===== src/design/bbs_pkg.sv =====
// ----------------------------------------------------------------------------
// Backtracking byte stream package
// Shared sizes, request and status codes, and the control bundles that pass
// between the controller and the datapath.
// ----------------------------------------------------------------------------
package bbs_pkg;

  // Store depths and the widths that follow from them.
  localparam int HIST_DEPTH = 256;
  localparam int CP_DEPTH   = 16;
  localparam int HIST_AW    = (HIST_DEPTH > 1) ? $clog2(HIST_DEPTH) : 1;
  localparam int LEN_W      = $clog2(HIST_DEPTH + 1);
  localparam int CP_AW      = (CP_DEPTH > 1) ? $clog2(CP_DEPTH) : 1;
  localparam int CNT_W      = $clog2(CP_DEPTH + 1);

  // Field widths of the channels.
  localparam int REQ_W  = 2;
  localparam int BYTE_W = 8;
  localparam int STAT_W = 2;

  // Request codes.
  localparam logic [REQ_W-1:0] REQ_READ  = 2'd0;
  localparam logic [REQ_W-1:0] REQ_BEGIN = 2'd1;
  localparam logic [REQ_W-1:0] REQ_END   = 2'd2;

  // Status codes.
  localparam logic [STAT_W-1:0] ST_OK            = 2'd0;
  localparam logic [STAT_W-1:0] ST_CAPACITY      = 2'd1;
  localparam logic [STAT_W-1:0] ST_NO_CHECKPOINT = 2'd2;
  localparam logic [STAT_W-1:0] ST_SOURCE_FAILED = 2'd3;

  // Commands from the controller to the datapath.
  typedef struct packed {
    logic capture;  // latch the request and read the history memory
    logic execute;  // apply the request and load the result register
  } bbs_cmd_t;

  // Status from the datapath to the controller.
  typedef struct packed {
    logic slot_free;  // result register is empty or is being taken
  } bbs_sts_t;

endpackage


===== src/design/bbs_req_if.sv =====
// ----------------------------------------------------------------------------
// Request channel
// Valid/ready channel that carries one request of the byte stream.
// ----------------------------------------------------------------------------
interface bbs_req_if;
  import bbs_pkg::*;

  logic              valid;
  logic              ready;
  logic [REQ_W-1:0]  req_type;
  logic              commit;
  logic [BYTE_W-1:0] source_byte;
  logic              source_error;

  modport source (output valid, output req_type, output commit,
                  output source_byte, output source_error, input ready);
  modport sink   (input valid, input req_type, input commit,
                  input source_byte, input source_error, output ready);
endinterface


===== src/design/bbs_rsp_if.sv =====
// ----------------------------------------------------------------------------
// Result channel
// Valid/ready channel that carries the result of one request.
// ----------------------------------------------------------------------------
interface bbs_rsp_if;
  import bbs_pkg::*;

  logic              valid;
  logic              ready;
  logic [STAT_W-1:0] status;
  logic [BYTE_W-1:0] data_byte;
  logic              source_taken;

  modport source (output valid, output status, output data_byte,
                  output source_taken, input ready);
  modport sink   (input valid, input status, input data_byte,
                  input source_taken, output ready);
endinterface


===== src/design/bbs_ctrl.sv =====
// ----------------------------------------------------------------------------
// Backtracking byte stream controller
// Two-state sequencer: accept a request, then execute it once the result
// register has room.
// ----------------------------------------------------------------------------
module bbs_ctrl (
  input  logic              clk,
  input  logic              rst_n,
  input  logic              in_valid,
  output logic              in_ready,
  input  bbs_pkg::bbs_sts_t sts,
  output bbs_pkg::bbs_cmd_t cmd
);
  import bbs_pkg::*;

  typedef enum logic [1:0] {
    S_IDLE = 2'b01,
    S_EXEC = 2'b10
  } state_t;

  state_t state_r;
  state_t state_nxt;

  // Handshake and commands.
  assign in_ready    = (state_r == S_IDLE);
  assign cmd.capture = (state_r == S_IDLE) && in_valid;
  assign cmd.execute = (state_r == S_EXEC) && sts.slot_free;

  // Next state.
  always_comb begin
    state_nxt = state_r;
    case (state_r)
      S_IDLE: begin
        if (in_valid) state_nxt = S_EXEC;
      end
      S_EXEC: begin
        if (sts.slot_free) state_nxt = S_IDLE;
      end
      default: begin
        state_nxt = S_IDLE;
      end
    endcase
  end

  // State register.
  always_ff @(posedge clk) begin
    if (!rst_n) begin
      state_r <= S_IDLE;
    end else begin
      state_r <= state_nxt;
    end
  end

endmodule


===== src/design/bbs_datapath.sv =====
// ----------------------------------------------------------------------------
// Backtracking byte stream datapath
// Request registers, history memory, checkpoint stack, stream pointers and
// the result register.
// ----------------------------------------------------------------------------
module bbs_datapath (
  input  logic                         clk,
  input  logic                         rst_n,
  input  bbs_pkg::bbs_cmd_t            cmd,
  output bbs_pkg::bbs_sts_t            sts,
  input  logic [bbs_pkg::REQ_W-1:0]    in_req_type,
  input  logic                         in_commit,
  input  logic [bbs_pkg::BYTE_W-1:0]   in_source_byte,
  input  logic                         in_source_error,
  output logic                         out_valid,
  input  logic                         out_ready,
  output logic [bbs_pkg::STAT_W-1:0]   out_status,
  output logic [bbs_pkg::BYTE_W-1:0]   out_data_byte,
  output logic                         out_source_taken
);
  import bbs_pkg::*;

  // Captured request.
  logic [REQ_W-1:0]  req_type_r;
  logic              commit_r;
  logic [BYTE_W-1:0] src_byte_r;
  logic              src_err_r;

  // Stream state.
  logic [LEN_W-1:0]  hist_len_r, hist_len_nxt;
  logic [LEN_W-1:0]  rd_pos_r, rd_pos_nxt;
  logic [CNT_W-1:0]  cp_cnt_r, cp_cnt_nxt;
  logic [LEN_W-1:0]  cp_stack_r [CP_DEPTH];
  logic [BYTE_W-1:0] hist_mem [HIST_DEPTH];
  logic [BYTE_W-1:0] hist_rdata_r;

  // Result register.
  logic              out_valid_r;
  logic [STAT_W-1:0] out_status_r;
  logic [BYTE_W-1:0] out_data_r;
  logic              out_taken_r;

  // Per-request results.
  logic [STAT_W-1:0] res_status;
  logic [BYTE_W-1:0] res_data;
  logic              res_taken;
  logic              hist_we;
  logic              stk_we;
  logic [CNT_W-1:0]  cp_dec;

  assign cp_dec = cp_cnt_r - CNT_W'(1);

  // Latch the request on transfer.
  always_ff @(posedge clk) begin
    if (cmd.capture) begin
      req_type_r <= in_req_type;
      commit_r   <= in_commit;
      src_byte_r <= in_source_byte;
      src_err_r  <= in_source_error;
    end
  end

  // History memory: read at the read position on transfer, write on record.
  always_ff @(posedge clk) begin
    if (cmd.capture) begin
      hist_rdata_r <= hist_mem[rd_pos_r[HIST_AW-1:0]];
    end
  end

  always_ff @(posedge clk) begin
    if (hist_we) begin
      hist_mem[hist_len_r[HIST_AW-1:0]] <= src_byte_r;
    end
  end

  // Request decode and state update.
  always_comb begin
    res_status   = ST_OK;
    res_data     = '0;
    res_taken    = 1'b0;
    hist_len_nxt = hist_len_r;
    rd_pos_nxt   = rd_pos_r;
    cp_cnt_nxt   = cp_cnt_r;
    hist_we      = 1'b0;
    stk_we       = 1'b0;
    case (req_type_r)
      REQ_READ: begin
        if (rd_pos_r < hist_len_r) begin
          // Replay from history.
          res_data   = hist_rdata_r;
          rd_pos_nxt = rd_pos_r + LEN_W'(1);
        end else if (src_err_r) begin
          res_status = ST_SOURCE_FAILED;
        end else begin
          // Fresh byte, recorded while a checkpoint is open.
          res_data  = src_byte_r;
          res_taken = 1'b1;
          if (cp_cnt_r != '0) begin
            if (hist_len_r == LEN_W'(HIST_DEPTH)) begin
              res_status = ST_CAPACITY;
            end else begin
              hist_we      = cmd.execute;
              hist_len_nxt = hist_len_r + LEN_W'(1);
              rd_pos_nxt   = rd_pos_r + LEN_W'(1);
            end
          end
        end
      end
      REQ_BEGIN: begin
        if (cp_cnt_r == CNT_W'(CP_DEPTH)) begin
          res_status = ST_CAPACITY;
        end else begin
          stk_we     = cmd.execute;
          cp_cnt_nxt = cp_cnt_r + CNT_W'(1);
        end
      end
      REQ_END: begin
        if (cp_cnt_r == '0) begin
          res_status = ST_NO_CHECKPOINT;
        end else begin
          cp_cnt_nxt = cp_dec;
          if (!commit_r) rd_pos_nxt = cp_stack_r[cp_dec[CP_AW-1:0]];
        end
      end
      default: begin
        res_status = ST_OK;
      end
    endcase
  end

  // Checkpoint stack push.
  always_ff @(posedge clk) begin
    if (stk_we) begin
      cp_stack_r[cp_cnt_r[CP_AW-1:0]] <= rd_pos_r;
    end
  end

  // Pointers and counters.
  always_ff @(posedge clk) begin
    if (!rst_n) begin
      hist_len_r <= '0;
      rd_pos_r   <= '0;
      cp_cnt_r   <= '0;
    end else if (cmd.execute) begin
      hist_len_r <= hist_len_nxt;
      rd_pos_r   <= rd_pos_nxt;
      cp_cnt_r   <= cp_cnt_nxt;
    end
  end

  // Result register and its handshake.
  assign sts.slot_free = !out_valid_r || out_ready;

  always_ff @(posedge clk) begin
    if (!rst_n) begin
      out_valid_r <= 1'b0;
    end else if (cmd.execute) begin
      out_valid_r <= 1'b1;
    end else if (out_ready) begin
      out_valid_r <= 1'b0;
    end
  end

  always_ff @(posedge clk) begin
    if (cmd.execute) begin
      out_status_r <= res_status;
      out_data_r   <= res_data;
      out_taken_r  <= res_taken;
    end
  end

  assign out_valid        = out_valid_r;
  assign out_status       = out_status_r;
  assign out_data_byte    = out_data_r;
  assign out_source_taken = out_taken_r;

endmodule


===== src/design/backtracking_byte_stream.sv =====
// ----------------------------------------------------------------------------
// Backtracking byte stream
// Byte source with a replay history and a checkpoint stack for rollback.
// ----------------------------------------------------------------------------
// On transfer the request is latched and the history memory is read at the
// read position (the memory read is registered); in the execute state that
// follows, the request is applied and the result register is loaded. A new
// request is taken as soon as the previous one has been loaded into the
// result register, even while that result still waits; the execute state
// holds only while the result register is full and stalled.
// The history and checkpoint stores need no clearing after reset.
module backtracking_byte_stream (
  input logic       clk,
  input logic       rst_n,
  bbs_req_if.sink   in_req,
  bbs_rsp_if.source out_rsp
);
  import bbs_pkg::*;

  bbs_cmd_t cmd;
  bbs_sts_t sts;

  // Sequencer.
  bbs_ctrl u_ctrl (
    .clk      (clk),
    .rst_n    (rst_n),
    .in_valid (in_req.valid),
    .in_ready (in_req.ready),
    .sts      (sts),
    .cmd      (cmd)
  );

  // Storage and request execution.
  bbs_datapath u_datapath (
    .clk              (clk),
    .rst_n            (rst_n),
    .cmd              (cmd),
    .sts              (sts),
    .in_req_type      (in_req.req_type),
    .in_commit        (in_req.commit),
    .in_source_byte   (in_req.source_byte),
    .in_source_error  (in_req.source_error),
    .out_valid        (out_rsp.valid),
    .out_ready        (out_rsp.ready),
    .out_status       (out_rsp.status),
    .out_data_byte    (out_rsp.data_byte),
    .out_source_taken (out_rsp.source_taken)
  );

endmodule


===== src/flat_wrapper.sv =====
// flat-port wrapper written by rule: the top's interface ports become plain ports
module backtracking_byte_stream_flat import bbs_pkg::*;
  (clk, rst_n, in_req_valid, in_req_req_type, in_req_commit, in_req_source_byte, in_req_source_error, in_req_ready, out_rsp_valid, out_rsp_status, out_rsp_data_byte, out_rsp_source_taken, out_rsp_ready);
  bbs_req_if in_req_i ();
  bbs_rsp_if out_rsp_i ();
  input logic clk;
  input logic rst_n;
  input wire logic [$bits(in_req_i.valid)-1:0] in_req_valid;
  input wire logic [$bits(in_req_i.req_type)-1:0] in_req_req_type;
  input wire logic [$bits(in_req_i.commit)-1:0] in_req_commit;
  input wire logic [$bits(in_req_i.source_byte)-1:0] in_req_source_byte;
  input wire logic [$bits(in_req_i.source_error)-1:0] in_req_source_error;
  output wire logic [$bits(in_req_i.ready)-1:0] in_req_ready;
  output wire logic [$bits(out_rsp_i.valid)-1:0] out_rsp_valid;
  output wire logic [$bits(out_rsp_i.status)-1:0] out_rsp_status;
  output wire logic [$bits(out_rsp_i.data_byte)-1:0] out_rsp_data_byte;
  output wire logic [$bits(out_rsp_i.source_taken)-1:0] out_rsp_source_taken;
  input wire logic [$bits(out_rsp_i.ready)-1:0] out_rsp_ready;
  assign in_req_i.valid = in_req_valid;
  assign in_req_i.req_type = in_req_req_type;
  assign in_req_i.commit = in_req_commit;
  assign in_req_i.source_byte = in_req_source_byte;
  assign in_req_i.source_error = in_req_source_error;
  assign in_req_ready = in_req_i.ready;
  assign out_rsp_valid = out_rsp_i.valid;
  assign out_rsp_status = out_rsp_i.status;
  assign out_rsp_data_byte = out_rsp_i.data_byte;
  assign out_rsp_source_taken = out_rsp_i.source_taken;
  assign out_rsp_i.ready = out_rsp_ready;
  backtracking_byte_stream u_core (.clk(clk), .rst_n(rst_n), .in_req(in_req_i), .out_rsp(out_rsp_i));
endmodule

===== config.mk =====
export PLATFORM = sky130hd
export DESIGN_NAME = backtracking_byte_stream_flat
export DESIGN_NICKNAME = d
export VERILOG_FILES = /design/src/design/bbs_pkg.sv /design/src/design/bbs_req_if.sv /design/src/design/bbs_rsp_if.sv /design/src/design/bbs_ctrl.sv /design/src/design/bbs_datapath.sv /design/src/design/backtracking_byte_stream.sv /design/src/flat_wrapper.sv
export SDC_FILE = /design/constraint.sdc
export NUM_CORES = 2
export LEC_CHECK = 0
export ABC_AREA = 1
export BUFFER_PORTS_ARGS = -buffer_cell sky130_fd_sc_hd__buf_4
export CORE_ASPECT_RATIO = 0.6
export CORE_MARGIN = 3
export CORE_UTILIZATION = 45
export DETAILED_ROUTE_END_ITERATION = 8
export MAX_ROUTING_LAYER = met4
export SYNTH_ARGS = -nofsm -noshare
export SYNTH_HDL_FRONTEND = slang
export SYNTH_SLANG_ARGS = --single-unit

===== constraint.sdc =====
create_clock -name clk -period 9.3 [get_ports clk]
set_input_delay 1.86 -clock clk [delete_from_list [all_inputs] [get_ports clk]]
set_output_delay 1.86 -clock clk [all_outputs]
set_load 0.1 [all_outputs]

* After elaboration in Yosys (flattened, before gate mapping)
Memory sizes are Yosys's and may differ from the RTL's. A register that Yosys moved wholly into a read port is not among the register bits.
Cells that the tools add are included.
** Operators by class
- Eq/ne operators :: 14
- Bitwise operators :: 4
- Multiplexer cells :: 36
- Magnitude comparators :: 1
- Reduce and logical (&&, ||, !) cells :: 15
- Add/subtract/negate cells :: 4
** Operators with widths (count)
- $mux 9 :: 6
- $add 9x1->9 const B :: 2
- $pmux 9 s2 :: 1
- $mux 1 :: 17
- $mux 8 :: 2
- $mux 2 :: 5
- $mux 5 :: 2
- $ne 2x2->1 const B :: 5
- $pmux 5 s2 :: 1
- $eq 9x9->1 const B :: 1
- $lt 9x9->1 :: 1
- $ne 3x3->1 const B :: 3
- $reduce_and 7->1 :: 1
- $pmux 2 s3 :: 1
- $reduce_and 6->1 :: 1
- $reduce_bool 2->1 :: 3
- $add 5x1->5 const B :: 1
- $eq 5x5->1 const B :: 1
- $logic_not 5->1 :: 1
- $reduce_bool 5->1 :: 1
- $sub 5x1->5 const B :: 1
- $eq 2x1->1 const B :: 2
- $eq 2x2->1 const B :: 2
- $not 1->1 :: 4
- 8 further kinds :: 9
** Word-level totals
- Word-level logic and storage cells :: 88
- Memory bits (writable) :: 2192
- Bits of input ports :: 16
- Output and inout bits :: 13
- Bits in registers :: 49
- Memories :: 2
** Memory list
- u_core.u_datapath.hist_mem :: words 256, width 8, read ports 1, clocked after Yosys merged registers in 1, wr ports 1, RTL line bbs_datapath.sv:34 : logic [BYTE_W-1:0] hist_mem [HIST_DEPTH];
- u_core.u_datapath.cp_stack_r :: words 16, width 9, read ports 1, clocked after Yosys merged registers in 0, wr ports 1, RTL line bbs_datapath.sv:33 : logic [LEN_W-1:0] cp_stack_r [CP_DEPTH];

* Longest topological paths before layout
- Word-level depth :: 10
- Gate-level depth with buffers :: 19
- Mapped depth without buffers :: 17

* Hierarchy
From an unflattened synthesis, not the netlist that was laid out.
** Unflattened totals
- Cell total of the unflattened synthesis :: 8739
- Area total of the unflattened synthesis :: 94803.4 sq um
** Modules (own cells, without submodules)
- bbs_datapath :: cells an instance 8724, times used 1, area each 94700.8 sq um, sequential area each 67234.5 sq um
- bbs_ctrl :: cells an instance 15, times used 1, area each 102.6 sq um, sequential area each 40.0 sq um

* Worst setup path before layout
No wires, ideal clock.
- Path kind :: input to register
- Start point :: input out_rsp_ready
- End point :: memory u_core.u_datapath.hist_mem[127][0], enable pin
- Path slack :: 4.909 ns
- Library setup time :: 0.383 ns
- Required time :: 8.917 ns
- Buffers on the path :: 0
- Stages :: 8
- Arrival :: 4.008 ns
- Path through :: nor2_1 -> nor2_1 -> nand3_1 -> nor2_4 -> nand3_4 -> nor2_8 -> nand3_1 -> nor3_1
** RTL lines
- start, declared :: RTL line flat_wrapper.sv:18 : input wire logic [$bits(out_rsp_i.ready)-1:0] out_rsp_ready;
- end, declared :: RTL line bbs_datapath.sv:34

==> flow_metrics.env <==
export IMPL_status="completed"
export IMPL_synth_warning_count=0
export IMPL_clkSinkCount=2249
export IMPL_post_synth_main_area_contributors="sky130_fd_sc_hd__edfxtp_1 70%, sky130_fd_sc_hd__nand2_1 9.2%, sky130_fd_sc_hd__nor2_1 5.4%, sky130_fd_sc_hd__nand3_1 3.8%, sky130_fd_sc_hd__o21ai_0 3.2%"
export IMPL_port_buffer_count=28
export IMPL_route_detailed_drc=0
export IMPL_number_of_enable_type_register_cells_in_the_synthesized_netlist=2223
export IMPL_postSynthAreaPerCell_um2=10.84
export IMPL_worst_setup_hold_path_clk_slew_ns=0.07
export IMPL_final_max_slew_violation_count=0
export IMPL_insertion_delay_ns=0.85
export IMPL_startpoint="u_core.u_datapath.rd_pos_r[0]"
export IMPL_holdCritStartpoint="u_core.u_datapath.hist_len_r[8]"
export IMPL_sequentialPowerShare_pct=56.2
export IMPL_critical_path_arrival_ns=5.45
export IMPL_startpoint_type="flop"
export IMPL_place_inst=11128
export IMPL_post_cts_repair_setup_buffers=0
export IMPL_dieHeight_um=361.5
export IMPL_fp_coreArea_um2=207700
export IMPL_dr_pass1_iters=6
export IMPL_synth_largest_area_cell="sky130_fd_sc_hd__edfxtp_1"
export IMPL_cts_buffer_depth=4
export IMPL_setup_tns_ns=0
export IMPL_grt_start_max_net_pins=179
export IMPL_min_path_type="reg -> reg"
export IMPL_crit_fanout=87
export IMPL_cts_tree="built"
export IMPL_powerDensity_nw_per_um2=192.0
export IMPL_ys_seq_area_share_pct=70.96
export IMPL_syn_cell_area_um2=94800
export IMPL_power_switching_share_pct=20.55
export IMPL_drt_initial_drc_count=9759
export IMPL_vias_in_the_first_global_route=58913
export IMPL_ys_async_sr_fraction_pct=0
export IMPL_final_nets=8616
export IMPL_layout_drive_gt1_share_pct=5.190
export IMPL_floorplan_die_area_um2=216400
export IMPL_cellInternalPower_mw=15.78
export IMPL_r2r_start="u_core.u_datapath.rd_pos_r[0]"
export IMPL_global_route_wire_length_before_repair_um=401800
export IMPL_dp_hpwl_um=158500
export IMPL_worst_endpoint_required_ns=9.88
export IMPL_finalCriticalPeriod_ns=4.870
export IMPL_tightest_slew_ns=1.333
export IMPL_routabilityCongestion=0.9431
export IMPL_hold_viol=0
export IMPL_grt_use_total_pct=25.81
export IMPL_floorplan_initialDensity_pct=45.64
export IMPL_total_wirelength_um=276500
export IMPL_clockRootBuffer="sky130_fd_sc_hd__clkbuf_16"
export IMPL_post_layout_power_mw=19.86
export IMPL_placementRows=129
export IMPL_power_switching_mw=4.080
export IMPL_power_frac_comb_pct=2.2
export IMPL_synth_flop_cell="sky130_fd_sc_hd__edfxtp_1"
export IMPL_design_portCount=29
export IMPL_numCtsBuffers=203
export IMPL_overflow=0
export IMPL_area_growth_synth_to_final_pct=9.104
export IMPL_ir_worst_vdd_v=0.0001662
export IMPL_vias_per_cell=5.604
export IMPL_mappedNetlistNets=8782
export IMPL_avgRoutedWirePerCell_um=24.08
export IMPL_clkPwrFrac_pct=41.6
export IMPL_count_of_different_cell_masters_after_synthesis=43
export IMPL_post_cts_resize_count=0
export IMPL_routed_via_count=64359
export IMPL_timing_max_slew_rel_slack_pct=10.45
export IMPL_worst_clock_skew_ns=0.03750
export IMPL_cts_hold_buffers_added=0
export IMPL_synthesis_instances=8748
export IMPL_drv_max_cap_violation_count=0
export IMPL_final_clock_period_utilization_by_the_worst_path_pct=52.36
export IMPL_grt_antenna_before_repair=12
export IMPL_chipWidth_um=598.6
export IMPL_total_leakage_power_nw=38.19
export IMPL_synth_top_area_share_pct=70.41
export IMPL_synth_ff_latch_count=2249
export IMPL_cp_end_kind="flop"
export IMPL_highest_clock_rate_mhz=205.3
export IMPL_fin_cells=11484
export IMPL_drt_antenna_net_count=0
export IMPL_rsz0062_at_grt="no"
export IMPL_setup_worst_path_class="reg -> reg"
export IMPL_setup_viol=0
export IMPL_cts_max_level=4
registers in the layout (all words and copies together), names as in the netlist, 5 cells and up:
signal	count
u_core.u_datapath.src_byte_r	8
u_core.u_datapath.out_data_byte	8
u_core.u_datapath.hist_len_r	9
u_core.u_datapath.hist_rdata_r	8
u_core.u_datapath.cp_cnt_r	5
u_core.u_datapath.cp_stack_r	144
u_core.u_datapath.rd_pos_r	9
u_core.u_datapath.hist_mem	2048
routing by layer:
| layer | GRT usage [%] | wire length (um) | up-vias |
|---|---|---|---|
| met5 | - | 0 | - |
| met4 | 4.642 | 4893 | 0 |
| met3 | 6.825 | 34840 | 348 |
| met2 | 33.57 | 110800 | 3467 |
| met1 | 40.29 | 126000 | 31551 |
| li1 | - | - | 28993 |
area by class of cell:
cell class,instances,area (um2)
clock inverters,107,947.2
multi-input cells,5337,22730
diodes,5,12.51
well taps,2751,3442
clock buffers,244,5349
inverters,670,2537
flip-flops and latches,2249,67290
repair buffers,121,1121
fillers,18365,104300
cells in the final DEF, fill, tap and decap left out, types with 7 or more instances in the layout:
master / n
sky130_fd_sc_hd__nor2_1: 1368
sky130_fd_sc_hd__edfxtp_1: 2223
sky130_fd_sc_hd__nand2_1: 2325
sky130_fd_sc_hd__a21oi_1: 103
sky130_fd_sc_hd__dfxtp_1: 21
sky130_fd_sc_hd__bufinv_16: 18
sky130_fd_sc_hd__nor3_1: 11
sky130_fd_sc_hd__clkbuf_16: 207
sky130_fd_sc_hd__nand3_1: 716
sky130_fd_sc_hd__o21ai_0: 605
sky130_fd_sc_hd__buf_4: 104
sky130_fd_sc_hd__clkinv_2: 28
sky130_fd_sc_hd__or2_2: 20
sky130_fd_sc_hd__o211ai_1: 94
sky130_fd_sc_hd__clkbuf_1: 34
sky130_fd_sc_hd__clkinv_1: 61
sky130_fd_sc_hd__xor2_1: 7
sky130_fd_sc_hd__nand2_2: 13
sky130_fd_sc_hd__buf_12: 17
sky130_fd_sc_hd__inv_1: 654
sky130_fd_sc_hd__ha_1: 17
power groups by stage:
stage               sequential [mW]  clock, mW  combinational (mW)
floorplan                      11.5          0               0.103
global placement               11.4          0               0.428
detailed placement             11.4          0               0.428
CTS                            11.2       8.35               0.428
global route                   11.2       8.79               0.456
finish                         11.2       8.27               0.430
logic make-up after synthesis:
family                     Yosys count  share of synthesized area, %
adders and majority gates           18                        0.2376
DFF                               2249                         70.96
xor gates and xnor gates            10                        0.1122
AOI/OAI and AO/OA                  824                         4.634
buffers and inverters             1162                         5.089
and+or+nand+nor                   4485                         18.96
per-stage QoR:
step / hold WS (ns) / util [%] / area [um2] / setup WS (ns)
6_report: 0.5062 / 49.79 / 103400 / 4.430
5_1_grt: 0.5272 / 49.79 / 103400 / 4.105
4_1_cts: 0.5030 / 49.79 / 103400 / 4.542
3_5_place_dp: 0.4933 / 46.76 / 97120 / 4.201
3_3_place_gp: 0.4767 / 46.76 / 97120 / 4.248
2_1_floorplan: 0.4556 / - / 94800 / 4.909
worst max-delay path, cell delays in order, from the launching register on:
cell	delay, ns
sky130_fd_sc_hd__dfxtp_4	0.92
sky130_fd_sc_hd__buf_4	0.70
sky130_fd_sc_hd__buf_4	0.81
sky130_fd_sc_hd__buf_4	0.82
sky130_fd_sc_hd__nand2_1	0.13
sky130_fd_sc_hd__nand3_1	0.11
sky130_fd_sc_hd__nand2_1	0.06
sky130_fd_sc_hd__nand2_1	0.06
sky130_fd_sc_hd__nand2_1	0.08
sky130_fd_sc_hd__inv_1	0.06
sky130_fd_sc_hd__nand2_1	0.13
sky130_fd_sc_hd__nand2_1	0.11
sky130_fd_sc_hd__nand2_1	0.06
sky130_fd_sc_hd__inv_1	0.07
sky130_fd_sc_hd__nand2_1	0.05
sky130_fd_sc_hd__nand2_1	0.07
sky130_fd_sc_hd__nand2_1	0.07
sky130_fd_sc_hd__inv_1	0.06
sky130_fd_sc_hd__nand2_1	0.05
path summary, 6_finish.rpt:
path	to	slack, ns	cells after the start
min reg2reg	u_core.u_datapath.hist_len_r[8]	0.51	2
max	u_core.u_datapath.hist_rdata_r[7]	4.43	18
max reg2reg	u_core.u_datapath.hist_rdata_r[7]	4.43	18
min	u_core.u_datapath.hist_len_r[8]	0.51	2
cells in the mapped netlist (4+ instances only):
master                        n
sky130_fd_sc_hd__xor2_1       7
sky130_fd_sc_hd__ha_1        18
sky130_fd_sc_hd__buf_4       17
sky130_fd_sc_hd__clkinv_1    10
sky130_fd_sc_hd__inv_2        4
sky130_fd_sc_hd__o22ai_1      5
sky130_fd_sc_hd__nor2_4       4
sky130_fd_sc_hd__buf_1       56
sky130_fd_sc_hd__edfxtp_1  2223
sky130_fd_sc_hd__dfxtp_1     26
sky130_fd_sc_hd__nand2_4      4
sky130_fd_sc_hd__nor2_1    1370
sky130_fd_sc_hd__o21ai_1      6
sky130_fd_sc_hd__inv_1      656
sky130_fd_sc_hd__clkbuf_1   175
sky130_fd_sc_hd__a21oi_1    103
sky130_fd_sc_hd__nand2_2     13
sky130_fd_sc_hd__o21ai_0    605
sky130_fd_sc_hd__buf_2      229
sky130_fd_sc_hd__nand2_1   2325
sky130_fd_sc_hd__nand3_1    716
sky130_fd_sc_hd__or2_2       20
sky130_fd_sc_hd__buf_6       15
sky130_fd_sc_hd__o211ai_1    94
sky130_fd_sc_hd__nand4_1      5
sky130_fd_sc_hd__nor3_1      15
No activity file was read; power rests on OpenSTA's default activity.
